==> config.mk <==
export PLATFORM = sky130hd
export DESIGN_NAME = md5_stream_hasher_core
export DESIGN_NICKNAME = d
export VERILOG_FILES = /design/src/hw/rtl/md5_pkg.sv /design/src/hw/rtl/md5_cmd_fifo.sv /design/src/hw/rtl/md5_engine.sv /design/src/hw/rtl/md5_stream_hasher_core.sv
export SDC_FILE = /design/constraint.sdc
export NUM_CORES = 2
export LEC_CHECK = 0
export ABC_AREA = 1
export BUFFER_PORTS_ARGS = -buffer_cell sky130_fd_sc_hd__buf_2
export CAP_MARGIN = 20
export CORE_UTILIZATION = 60
export DETAILED_ROUTE_END_ITERATION = 8
export GPL_TIMING_DRIVEN = 1
export HOLD_SLACK_MARGIN = 0.03
export PLACE_DENSITY = 0.74
export SETUP_SLACK_MARGIN = 0.2
export SLEW_MARGIN = 20
export SYNTH_ARGS = -nofsm -noshare
export SYNTH_HDL_FRONTEND = slang
export SYNTH_SLANG_ARGS = --single-unit
==> constraint.sdc <==
create_clock -name clk -period 9.3 [get_ports clk]
set_input_delay 0.93 -clock clk [delete_from_list [all_inputs] [get_ports clk]]
set_output_delay 0.93 -clock clk [all_outputs]
set_load 0.05 [all_outputs]
==> src/hw/rtl/md5_pkg.sv <==
// Shared types and constants for the MD5 stream hasher.
`timescale 1ns / 1ps
package md5_pkg;

	localparam logic [31:0] IV_A = 32'h67452301;
	localparam logic [31:0] IV_B = 32'hefcdab89;
	localparam logic [31:0] IV_C = 32'h98badcfe;
	localparam logic [31:0] IV_D = 32'h10325476;
	localparam logic [7:0] PAD_BYTE = 8'h80;

	// Command word passed from the front end to the round engine.
	typedef enum logic [1:0] {
		CMD_BYTE = 2'b01,
		CMD_END  = 2'b10
	} cmd_kind_t;

	typedef struct packed {
		cmd_kind_t  kind;
		logic [7:0] data;
	} cmd_t;

	// Per-round additive constant.
	function automatic logic [31:0] round_k(input logic [5:0] i);
		logic [31:0] k;
		begin
			case (i)
				6'd0: k = 32'hd76aa478; 6'd1: k = 32'he8c7b756; 6'd2: k = 32'h242070db;
				6'd3: k = 32'hc1bdceee; 6'd4: k = 32'hf57c0faf; 6'd5: k = 32'h4787c62a;
				6'd6: k = 32'ha8304613; 6'd7: k = 32'hfd469501; 6'd8: k = 32'h698098d8;
				6'd9: k = 32'h8b44f7af; 6'd10: k = 32'hffff5bb1; 6'd11: k = 32'h895cd7be;
				6'd12: k = 32'h6b901122; 6'd13: k = 32'hfd987193; 6'd14: k = 32'ha679438e;
				6'd15: k = 32'h49b40821; 6'd16: k = 32'hf61e2562; 6'd17: k = 32'hc040b340;
				6'd18: k = 32'h265e5a51; 6'd19: k = 32'he9b6c7aa; 6'd20: k = 32'hd62f105d;
				6'd21: k = 32'h02441453; 6'd22: k = 32'hd8a1e681; 6'd23: k = 32'he7d3fbc8;
				6'd24: k = 32'h21e1cde6; 6'd25: k = 32'hc33707d6; 6'd26: k = 32'hf4d50d87;
				6'd27: k = 32'h455a14ed; 6'd28: k = 32'ha9e3e905; 6'd29: k = 32'hfcefa3f8;
				6'd30: k = 32'h676f02d9; 6'd31: k = 32'h8d2a4c8a; 6'd32: k = 32'hfffa3942;
				6'd33: k = 32'h8771f681; 6'd34: k = 32'h6d9d6122; 6'd35: k = 32'hfde5380c;
				6'd36: k = 32'ha4beea44; 6'd37: k = 32'h4bdecfa9; 6'd38: k = 32'hf6bb4b60;
				6'd39: k = 32'hbebfbc70; 6'd40: k = 32'h289b7ec6; 6'd41: k = 32'heaa127fa;
				6'd42: k = 32'hd4ef3085; 6'd43: k = 32'h04881d05; 6'd44: k = 32'hd9d4d039;
				6'd45: k = 32'he6db99e5; 6'd46: k = 32'h1fa27cf8; 6'd47: k = 32'hc4ac5665;
				6'd48: k = 32'hf4292244; 6'd49: k = 32'h432aff97; 6'd50: k = 32'hab9423a7;
				6'd51: k = 32'hfc93a039; 6'd52: k = 32'h655b59c3; 6'd53: k = 32'h8f0ccc92;
				6'd54: k = 32'hffeff47d; 6'd55: k = 32'h85845dd1; 6'd56: k = 32'h6fa87e4f;
				6'd57: k = 32'hfe2ce6e0; 6'd58: k = 32'ha3014314; 6'd59: k = 32'h4e0811a1;
				6'd60: k = 32'hf7537e82; 6'd61: k = 32'hbd3af235; 6'd62: k = 32'h2ad7d2bb;
				default: k = 32'heb86d391;
			endcase
			return k;
		end
	endfunction

	// Per-round rotate amount.
	function automatic logic [4:0] round_s(input logic [5:0] i);
		logic [4:0] s;
		begin
			case ({i[5:4], i[1:0]})
				4'b0000: s = 5'd7;  4'b0001: s = 5'd12; 4'b0010: s = 5'd17; 4'b0011: s = 5'd22;
				4'b0100: s = 5'd5;  4'b0101: s = 5'd9;  4'b0110: s = 5'd14; 4'b0111: s = 5'd20;
				4'b1000: s = 5'd4;  4'b1001: s = 5'd11; 4'b1010: s = 5'd16; 4'b1011: s = 5'd23;
				4'b1100: s = 5'd6;  4'b1101: s = 5'd10; 4'b1110: s = 5'd15; default: s = 5'd21;
			endcase
			return s;
		end
	endfunction

endpackage

==> src/hw/rtl/md5_cmd_fifo.sv <==
// Short command queue between the input front end and the round engine.
`timescale 1ns / 1ps
module md5_cmd_fifo
	import md5_pkg::*;
(
	input  logic clk,
	input  logic arst_n,
	input  logic wr_en,
	input  cmd_t wr_cmd,
	output logic full,
	input  logic rd_en,
	output cmd_t rd_cmd,
	output logic empty
);
	cmd_t       mem_q [4];
	logic [1:0] wr_ptr_q;
	logic [1:0] rd_ptr_q;
	logic [2:0] cnt_q;

	assign full   = (cnt_q == 3'd4);
	assign empty  = (cnt_q == 3'd0);
	assign rd_cmd = mem_q[rd_ptr_q];

	// Storage.
	always_ff @(posedge clk) begin
		if (wr_en && !full) begin
			mem_q[wr_ptr_q] <= wr_cmd;
		end
	end

	// Pointers and fill count.
	always_ff @(posedge clk or negedge arst_n) begin
		if (!arst_n) begin
			wr_ptr_q <= '0;
			rd_ptr_q <= '0;
			cnt_q    <= '0;
		end else begin
			if (wr_en && !full) wr_ptr_q <= wr_ptr_q + 2'd1;
			if (rd_en && !empty) rd_ptr_q <= rd_ptr_q + 2'd1;
			cnt_q <= cnt_q + {2'b0, wr_en && !full} - {2'b0, rd_en && !empty};
		end
	end
endmodule

==> src/hw/rtl/md5_engine.sv <==
// Back end: block buffer, padding sequencer, 64-round engine and digest output.
`timescale 1ns / 1ps
module md5_engine
	import md5_pkg::*;
(
	input  logic        clk,
	input  logic        arst_n,
	input  logic        cmd_empty,
	input  cmd_t        cmd,
	output logic        cmd_pop,
	output logic        out_valid,
	input  logic        out_ready,
	output logic [1:0]  out_index,
	output logic [31:0] out_word,
	output logic        out_last
);
	typedef enum logic [5:0] {
		ST_IDLE  = 6'b000001,
		ST_PAD   = 6'b000010,
		ST_FETCH = 6'b000100,
		ST_ROUND = 6'b001000,
		ST_ADD   = 6'b010000,
		ST_EMIT  = 6'b100000
	} state_t;

	state_t      state_q;
	logic [31:0] buf_q [16];
	logic [60:0] count_q;
	logic [5:0]  pos_q;
	logic        final_q;
	logic        len_done_q;
	logic [5:0]  rnd_q;
	logic [31:0] a_q, b_q, c_q, d_q;
	logic [31:0] ha_q, hb_q, hc_q, hd_q;
	logic [31:0] w_s1;
	logic [1:0]  idx_q;

	// Message word index for the round after the current one.
	logic [5:0] nxt_rnd;
	logic [3:0] g_idx;
	assign nxt_rnd = rnd_q + 6'd1;
	always_comb begin
		unique case (nxt_rnd[5:4])
			2'd0: g_idx = nxt_rnd[3:0];
			2'd1: g_idx = 4'(5 * nxt_rnd[3:0] + 1);
			2'd2: g_idx = 4'(3 * nxt_rnd[3:0] + 5);
			default: g_idx = 4'(7 * nxt_rnd[3:0]);
		endcase
	end

	// Round function.
	logic [31:0] f_val, sum_val, rot_val;
	logic [4:0]  sh;
	always_comb begin
		unique case (rnd_q[5:4])
			2'd0: f_val = (b_q & c_q) | (~b_q & d_q);
			2'd1: f_val = (d_q & b_q) | (~d_q & c_q);
			2'd2: f_val = b_q ^ c_q ^ d_q;
			default: f_val = c_q ^ (b_q | ~d_q);
		endcase
		sh      = round_s(rnd_q);
		sum_val = a_q + f_val + round_k(rnd_q) + w_s1;
		rot_val = (sum_val << sh) | (sum_val >> (6'd32 - {1'b0, sh}));
	end

	// Padding byte for the current position.
	logic [63:0] bits;
	logic [7:0]  pad_byte;
	assign bits = {count_q, 3'b000};
	always_comb begin
		if (pos_q >= 6'd56 && len_done_q) pad_byte = bits[8*pos_q[2:0] +: 8];
		else pad_byte = 8'h00;
	end

	logic buf_we;
	logic [7:0] buf_wd;
	logic [5:0] buf_wa;
	logic [3:0] fetch_a;
	assign fetch_a = state_q == ST_FETCH ? 4'd0 : g_idx;

	assign cmd_pop   = (state_q == ST_IDLE) && !cmd_empty;
	assign out_valid = (state_q == ST_EMIT);
	assign out_index = idx_q;
	assign out_last  = (idx_q == 2'd3);
	always_comb begin
		case (idx_q)
			2'd0: out_word = ha_q;
			2'd1: out_word = hb_q;
			2'd2: out_word = hc_q;
			default: out_word = hd_q;
		endcase
	end

	// Buffer write control.
	always_comb begin
		buf_we = 1'b0;
		buf_wd = pad_byte;
		buf_wa = pos_q;
		if (cmd_pop) begin
			buf_we = 1'b1;
			buf_wd = (cmd.kind == CMD_BYTE) ? cmd.data : PAD_BYTE;
		end else if (state_q == ST_PAD) begin
			buf_we = 1'b1;
		end
	end

	// Block buffer of sixteen little-endian words: byte-lane writes, one registered word read.
	always_ff @(posedge clk) begin
		if (buf_we) buf_q[buf_wa[5:2]][{buf_wa[1:0], 3'b000} +: 8] <= buf_wd;
		w_s1 <= buf_q[fetch_a];
	end

	// Sequencer.
	always_ff @(posedge clk or negedge arst_n) begin
		if (!arst_n) begin
			state_q    <= ST_IDLE;
			count_q    <= '0;
			pos_q      <= '0;
			final_q    <= 1'b0;
			len_done_q <= 1'b0;
			rnd_q      <= '0;
			idx_q      <= '0;
			ha_q <= IV_A; hb_q <= IV_B; hc_q <= IV_C; hd_q <= IV_D;
			a_q <= '0; b_q <= '0; c_q <= '0; d_q <= '0;
		end else begin
			unique case (state_q)
				ST_IDLE: begin
					if (cmd_pop) begin
						pos_q <= pos_q + 6'd1;
						if (cmd.kind == CMD_BYTE) begin
							count_q <= count_q + 61'd1;
							if (pos_q == 6'd63) state_q <= ST_FETCH;
						end else begin
							final_q    <= 1'b1;
							len_done_q <= (pos_q < 6'd56);
							state_q    <= (pos_q == 6'd63) ? ST_FETCH : ST_PAD;
						end
					end
				end
				ST_PAD: begin
					pos_q <= pos_q + 6'd1;
					if (pos_q == 6'd63) state_q <= ST_FETCH;
				end
				ST_FETCH: begin
					rnd_q <= '0;
					a_q <= ha_q; b_q <= hb_q; c_q <= hc_q; d_q <= hd_q;
					state_q <= ST_ROUND;
				end
				ST_ROUND: begin
					a_q <= d_q; d_q <= c_q; c_q <= b_q;
					b_q <= b_q + rot_val;
					rnd_q <= nxt_rnd;
					if (rnd_q == 6'd63) state_q <= ST_ADD;
				end
				ST_ADD: begin
					ha_q <= ha_q + a_q; hb_q <= hb_q + b_q;
					hc_q <= hc_q + c_q; hd_q <= hd_q + d_q;
					if (!final_q) state_q <= ST_IDLE;
					else if (!len_done_q) begin
						len_done_q <= 1'b1;
						state_q    <= ST_PAD;
					end else begin
						idx_q   <= '0;
						state_q <= ST_EMIT;
					end
				end
				ST_EMIT: begin
					if (out_ready) begin
						idx_q <= idx_q + 2'd1;
						if (idx_q == 2'd3) begin
							ha_q <= IV_A; hb_q <= IV_B; hc_q <= IV_C; hd_q <= IV_D;
							count_q <= '0;
							pos_q   <= '0;
							final_q <= 1'b0;
							state_q <= ST_IDLE;
						end
					end
				end
				default: state_q <= ST_IDLE;
			endcase
		end
	end
endmodule

==> src/hw/rtl/md5_stream_hasher_core.sv <==
// Top level of the streaming MD5 hasher: input front end, queue and round engine.
`timescale 1ns / 1ps
// Takes message bytes (tuser = 0) and an end marker (tuser = 1) and returns the four MD5
// digest words A, B, C, D, with tlast on D. The engine writes each byte into its block buffer;
// each full 64-byte block is then compressed in the single shared round unit (one round per
// cycle), and no byte is popped meanwhile. The end marker costs the padding fill, one or two
// block compressions and four output words. A four-word queue decouples input from the engine.
module md5_stream_hasher_core
	import md5_pkg::*;
(
	input  logic        clk,
	input  logic        arst_n,
	input  logic        s_tvalid,
	output logic        s_tready,
	input  logic [7:0]  s_tdata,  // [7:0] data_byte
	input  logic        s_tuser,  // [0] kind
	output logic        m_tvalid,
	input  logic        m_tready,
	output logic [39:0] m_tdata,  // [1:0] word_index, [33:2] digest_word, [39:34] zero
	output logic        m_tlast   // last_word
);
	cmd_t       in_cmd, q_cmd;
	logic       q_full, q_empty, q_pop;
	logic [1:0] o_idx;
	logic [31:0] o_word;

	// Classify incoming words into commands.
	assign in_cmd.kind = s_tuser ? CMD_END : CMD_BYTE;
	assign in_cmd.data = s_tdata;
	assign s_tready    = !q_full;

	md5_cmd_fifo u_fifo (
		.clk(clk), .arst_n(arst_n),
		.wr_en(s_tvalid), .wr_cmd(in_cmd), .full(q_full),
		.rd_en(q_pop), .rd_cmd(q_cmd), .empty(q_empty)
	);

	md5_engine u_engine (
		.clk(clk), .arst_n(arst_n),
		.cmd_empty(q_empty), .cmd(q_cmd), .cmd_pop(q_pop),
		.out_valid(m_tvalid), .out_ready(m_tready),
		.out_index(o_idx), .out_word(o_word), .out_last(m_tlast)
	);

	assign m_tdata = {6'd0, o_word, o_idx};

	// The engine never pops an empty queue.
	assert property (@(posedge clk) disable iff (!arst_n) q_pop |-> !q_empty)
		else $error("pop from empty command queue");
	// No command is popped while a digest word is being output.
	assert property (@(posedge clk) disable iff (!arst_n) m_tvalid |-> !q_pop)
		else $error("command taken during digest output");
	// The last word carries index three.
	assert property (@(posedge clk) disable iff (!arst_n) m_tlast |-> m_tdata[1:0] == 2'd3)
		else $error("last flag on wrong word");
endmodule

**Yosys cells after proc, flatten, opt, wreduce, memory -nomap -nowiden**

Memories as Yosys holds them, arrays and structs flattened. A register that Yosys moved wholly into a read port is not among the register bits.
Index checks and enable logic that the tools add are counted.

- Bits in registers: 346
- Memory bits (writable): 552
- ROM bits: 2128
- Input bits: 13
- Memories: 4

- Add/sub/neg operators: 20
- Multiply operators: 3
- Order comparisons: 2
- Equality and inequality tests: 25
- Shift-type cells: 5
- Mux-type cells: 63
- Bitwise operators: 13
- Reduce and logical (&&, ||, !) cells: 22

Memory list:

| memory | words | width | read ports | clocked after memory_dff | wr ports | RTL line | RTL |
|---|---|---|---|---|---|---|---|
| (no name shown) | 64 | 32 | 1 | 0 | 0 | md5_pkg.sv:26 | `case (i)` |
| u_engine.buf_q | 16 | 32 | 1 | 1 | 1 | md5_engine.sv:27 | `logic [31:0] buf_q [16];` |
| (no name shown) | 16 | 5 | 1 | 0 | 0 | md5_pkg.sv:58 | `case ({i[5:4], i[1:0]})` |
| u_fifo.mem_q | 4 | 10 | 1 | 0 | 1 | md5_cmd_fifo.sv:15 | `cmd_t mem_q [4];` |

Operators with widths:

| kind | count |
|---|---|
| $pmux W32 S2 | 8 |
| $mux W32 | 9 |
| $add A32 B32 Y32 | 8 |
| $mux W61 | 4 |
| $pmux W32 S3 | 2 |
| $and A32 B32 Y32 | 4 |
| $or A32 B32 Y32 | 4 |
| $pmux W61 S2 | 1 |
| $xor A32 B32 Y32 | 3 |
| $mux W6 | 11 |
| $not A32 Y32 | 2 |
| $shiftx A64 B7 Y8 | 1 |
| $add A61 B1 Y61 const B | 1 |
| $pmux W6 S6 | 1 |
| $shift A8 B7 Y32 const A | 1 |
| $shiftx A8 B7 Y32 | 1 |
| $shl A32 B5 Y32 | 1 |
| $shr A32 B6 Y32 | 1 |
| $mux W8 | 3 |
| $eq A6 B6 Y1 const B | 3 |
| $pmux W6 S3 | 1 |
| $reduce_and A4 Y1 | 4 |
| $add A6 B1 Y6 const B | 2 |
| $mux W1 | 12 |
| 36 further kinds | 65 |

**Logic depth before layout (Yosys ltp)**

- Word-level depth: 11
- Mapped depth: 53
- Depth with buffers taken out: 51

**Hierarchy**

From an unflattened synthesis, not the netlist that was laid out.

- Cell total of the unflattened synthesis: 7575
- Area, all modules: 60201.5 um^2

Modules (own cells, without submodules):

| module | times used | cells each | area an instance (um^2) | seq. area each (um^2) |
|---|---|---|---|---|
| md5_engine | 1 | 7381 | 58124.5 | 24579.8 |
| md5_cmd_fifo | 1 | 185 | 2020.7 | 1376.3 |
| md5_stream_hasher_core | 1 | 9 | 56.3 | 0.0 |

**Least setup slack after synthesis**

OpenSTA, ideal clock, no wires.

- Kind: register -> register
- From: register u_engine.rnd_q[1]
- To: register u_engine.b_q[24]
- Setup time: 0.127 ns
- Arrival time: 7.504 ns
- Path slack: 1.669 ns
- Cell stages (with the launch flop): 50
- Path buffers: 2
- Clock period less this slack: 7.631 ns
- Path through: dfrtp_1 buf_2 inv_1 ha_1 buf_2 nor2_1 inv_1 nand2_1 nor2_1 inv_1 a21oi_1 or4_1 fa_1 inv_1 fa_1 inv_1 ha_1 nand2_1 [... 14 more ...] nand2_1 nor2_1 o21ai_1 ha_1 fa_1 nand3_1 nand3_1 a21oi_1 o21ai_1 a21boi_0 o21ai_1 a21boi_0 nor2_1 nand2_1 nand2_1 xor2_1 nor2_1 o21ai_0

- Cells in the longest elaborated chain, start to end: 7

RTL lines:

| what | RTL line | RTL |
|---|---|---|
| from (decl) | md5_engine.sv:32 | `logic [5:0] rnd_q;` |
| from (signal assigned) | md5_engine.sv:152 | `rnd_q <= nxt_rnd;` |
| $mem_v2 Z64 W32 | - |  |
| $add A32 B32 Y32 (2 in a row) | md5_engine.sv:62 | `sum_val = a_q + f_val + round_k(rnd_q) + w_s1;` |
| $shr A32 B6 Y32 or $shl A32 B5 Y32 (tied branches) | md5_engine.sv:63 | `rot_val = (sum_val << sh) \| (sum_val >> (6'd32 - {1'b0, sh}));` |
| $or A32 B32 Y32 (*) | md5_engine.sv:63 |  |
| $add A32 B32 Y32 (*) | md5_engine.sv:151 | `b_q <= b_q + rot_val;` |
| $pmux W32 S2 (*) | md5_engine.sv:126 | `unique case (state_q)` |
| to (signal assigned) | md5_engine.sv:146 | `a_q <= ha_q; b_q <= hb_q; c_q <= hc_q; d_q <= hd_q;` |
| to (signal assigned) | md5_engine.sv:151 |  |
| to (decl) | md5_engine.sv:33 | `logic [31:0] a_q, b_q, c_q, d_q;` |

Mark *: on every way between the ends. The rest lies on a longest branch, timed or not.
A chain may end at the register's enable or synchronous reset.

**Worst setup path after layout**

- From: register u_engine.rnd_q[5]
- To: register u_engine.b_q[30]

- Cells in the longest elaborated chain, start to end: 9

RTL lines:

| what | RTL line | RTL |
|---|---|---|
| $eq A2 B2 Y1 (tied with other cells) | md5_engine.sv:55 | `unique case (rnd_q[5:4])` |
| $pmux W32 S3 | md5_engine.sv:55 |  |
| $add A32 B32 Y32 (3 in a row) | md5_engine.sv:62 |  |
| $shr A32 B6 Y32 or $shl A32 B5 Y32 (tied branches) | md5_engine.sv:63 |  |
| $or A32 B32 Y32 (*) | md5_engine.sv:63 |  |
| $add A32 B32 Y32 (*) | md5_engine.sv:151 |  |
| $pmux W32 S2 (*) | md5_engine.sv:126 |  |

Marked as above.

==> run metrics <==
DRC Markers 1; Crit Path Class reg -> reg; Max Slew Vio Count 0; Die Wd 319.1 um; Post-Syn Area per Cell 7.867 um^2; FF-to-FF Start u_engine.rnd_q[5]; routed wire length 225400 um; initial antenna violation count 8; layout net count 7938; Synth cell types 79; Worst slew margin 12.55%; dpl cells 8816; total power 24.79 mW; Initial Util 60.94%; Peak VDD IR 0.2796 mV; CTS H-tree lvls 3; MaxCap Viol Count 0; Die Y 319.1 um; Via density 6.444; post-cts hold buffer count 0; Top cell by count, worst path nand2_1; Async SR Flop Fraction 37.20%; status complete, but fails checks; Post-DP Area 0.06202 mm^2; Min Hold Slack 240.6 ps; max incr delay on CP 790 ps; Synthesis Warnings 0; drt pass-1 iters 9; Detailed Place HPWL 161900 um; most used flip-flop cell after synthesis edfxtp_1; DR WL/cell 25.02 um; fin crit period 8688 ps; fin crit share 93.42%; failing checks design-rule violations; synthesis-stage register bit count 930; Clock Path Buffers 3; CP required 9830 ps; initial DRC count 7959; Setup WS pre-CTS 553.9 ps; Least-Margin Pin Slew 1300 ps; synth-to-layout area growth 8.595%; remaining antenna violation count after routing 0; CP startpoint u_engine.rnd_q[5]; CTS tree yes; WP buf/inv 8; total grt overflow 0; GPL Wtd Cong 1.114; first-pass GRT wire length 333600 um; critical path launch point type flop; register area share after synthesis 43.03%; leakage 28.86 nW; number of synthesized flops with an enable pin 552; fin area 0.06551 mm^2; core area 0.09899 mm^2; clk slew on worst S/H paths 60 ps; RSZ-0062 raised after global routing no; clk sinks 930; Finished Core Util 66.17%; Hold Path Class in -> async; setup TNS 0 ps; crit path max fanout 31; CP delay by family, top simple AND/OR/NAND/NOR gates; Cells after Synth 7668; Critical Path Sink Type flop; vias in the first global route 54.30k; Die ar. 0.1018 mm^2; root buffer cell clkbuf_16; Total GRT Usage 43.53%; Final setup viols 0; Achievable Freq 115.1 MHz; largest net degree at the start of global routing 208; Finished Layout Cells 9006; Mapped Area 0.06032 mm^2; CP arrival 9210 ps; Hold Violations, Final 0; share of post-route cells with drive strength above 1 6.856%; Worst Skew 60.31 ps; Site Rows 115; Num CTS Buffers 96; Crit-path slowest cell a21oi_1; IO Count 56; Clock Latency Late Sink 730 ps; Setup WS post-layout 611.6 ps; via count 58.03k; PwrDens 378.5 mW/mm^2; IO Port Bufs 49
final cells by class:
| class | count | area [um^2] |
|---|---|---|
| sequential | 930 | 25960 |
| timing repair buffer | 195 | 1451 |
| clock inverter | 44 | 641.9 |
| tap | 1287 | 1610 |
| fill | 8293 | 33490 |
| clock buffer | 138 | 2751 |
| multi-input combinational | 5282 | 28840 |
| antenna | 3 | 7.507 |
| inverter | 1127 | 4250 |
state kept, by name (all words and copies together), names as in the netlist, 3 cells and up:
| register | cells |
|---|---|
| u_engine.hb_q | 32 |
| u_engine.buf_wa | 6 |
| u_engine.w_s1 | 32 |
| u_engine.rnd_q | 6 |
| u_engine.hd_q | 32 |
| u_engine.c_q | 32 |
| u_engine.state_q | 6 |
| u_fifo.mem_q | 40 |
| u_engine.ha_q | 32 |
| u_engine.hc_q | 32 |
| u_fifo.cnt_q | 3 |
| u_engine.a_q | 32 |
| u_engine.b_q | 32 |
| u_engine.buf_q | 512 |
| u_engine.d_q | 32 |
| u_engine.count_q | 61 |
kinds of logic after synthesis:
logic type / after synthesis / share of synthesized area, %
compound gates: 2106 / 19.70
fa+ha+maj: 293 / 6.936
simple gates: 2767 / 19.36
buf+inv: 1461 / 9.363
xor+xnor: 110 / 1.597
flops: 930 / 43.03
other cells: 1 / 0.006217
worst reg2reg max path, delay by kind of cell (launching register included):
kind	cells	cell delay, ps
flops	1	610
fa+ha+maj	5	1960
buf+inv	8	1330
compound gates	10	2270
simple gates	22	2360
cells in the mapped netlist, types with 118 or more instances:
| master | n | area (um^2) |
|---|---|---|
| nand2_1 | 1452 | 5450 |
| inv_1 | 1094 | 4106 |
| o21ai_0 | 798 | 3994 |
| a21oi_1 | 726 | 3633 |
| nor2_1 | 599 | 2248 |
| edfxtp_1 | 552 | 16580 |
| nand3_1 | 413 | 2067 |
| dfrtp_1 | 281 | 7032 |
| clkbuf_1 | 225 | 844.6 |
| ha_1 | 224 | 2803 |
| o211ai_1 | 132 | 991.0 |
| nor3_1 | 118 | 590.6 |
final timing paths:
path,to,slack (ps),cells past startpoint
max in group asynchronous,u_engine.rnd_q[0],7460,2
max reg2reg,u_engine.b_q[30],610,45
max,u_engine.b_q[30],610,45
min in group clk,u_fifo.mem_q[1][0],440,1
min reg2reg,u_engine.count_q[25],500,1
min,u_engine.hb_q[20],240,1
per-layer routing:
| metal | up-vias | GRT usage, % | share of wire, % |
|---|---|---|---|
| met5 | - | 0 | 0.013 |
| met4 | 4 | 31.99 | 8.9 |
| met3 | 963 | 9.710 | 11 |
| met2 | 3959 | 66.83 | 44 |
| met1 | 27031 | 54.15 | 36 |
| li1 | 26076 | - | - |
timing repair:
item	in CTS	in global routing
buffers inserted	0	3
setup endpoints to repair	0	22
resized for setup	0	5
cell usage in the layout, fill, tap and decap left out, types with 17 or more instances in the layout:
| cell | netlist | final |
|---|---|---|
| dfrtp_1 | 281 | 280 |
| nor3_1 | 118 | 117 |
| o21ai_1 | 69 | 68 |
| clkbuf_16 | 0 | 97 |
| o31ai_1 | 19 | 19 |
| a31oi_1 | 34 | 33 |
| xnor2_1 | 37 | 37 |
| inv_2 | 27 | 27 |
| nand2_1 | 1452 | 1451 |
| nand3_1 | 413 | 412 |
| o211ai_1 | 132 | 132 |
| a21o_1 | 24 | 24 |
| buf_2 | 54 | 48 |
| a21oi_1 | 726 | 722 |
| o21a_1 | 19 | 19 |
| fa_1 | 69 | 69 |
| nor4_1 | 60 | 59 |
| clkbuf_8 | 0 | 17 |
| nand4_1 | 55 | 55 |
| dfxtp_1 | 32 | 32 |
| edfxtp_1 | 552 | 552 |
| a221oi_1 | 25 | 25 |
| o21ai_0 | 798 | 798 |
| o22ai_1 | 95 | 95 |
| inv_1 | 1094 | 1091 |
| dfstp_2 | 65 | 65 |
| nor2_1 | 599 | 590 |
| o221ai_1 | 88 | 88 |
| clkbuf_1 | 225 | 24 |
| ha_1 | 224 | 222 |
| buf_4 | 16 | 138 |
| xor2_1 | 73 | 73 |
where the power goes:
part | switching [mW] | internal [mW]
sequential | 0.589 | 4.94
clock | 1.79 | 2.37
combinational | 10.7 | 4.44
No activity file was read; power rests on OpenSTA's default activity.
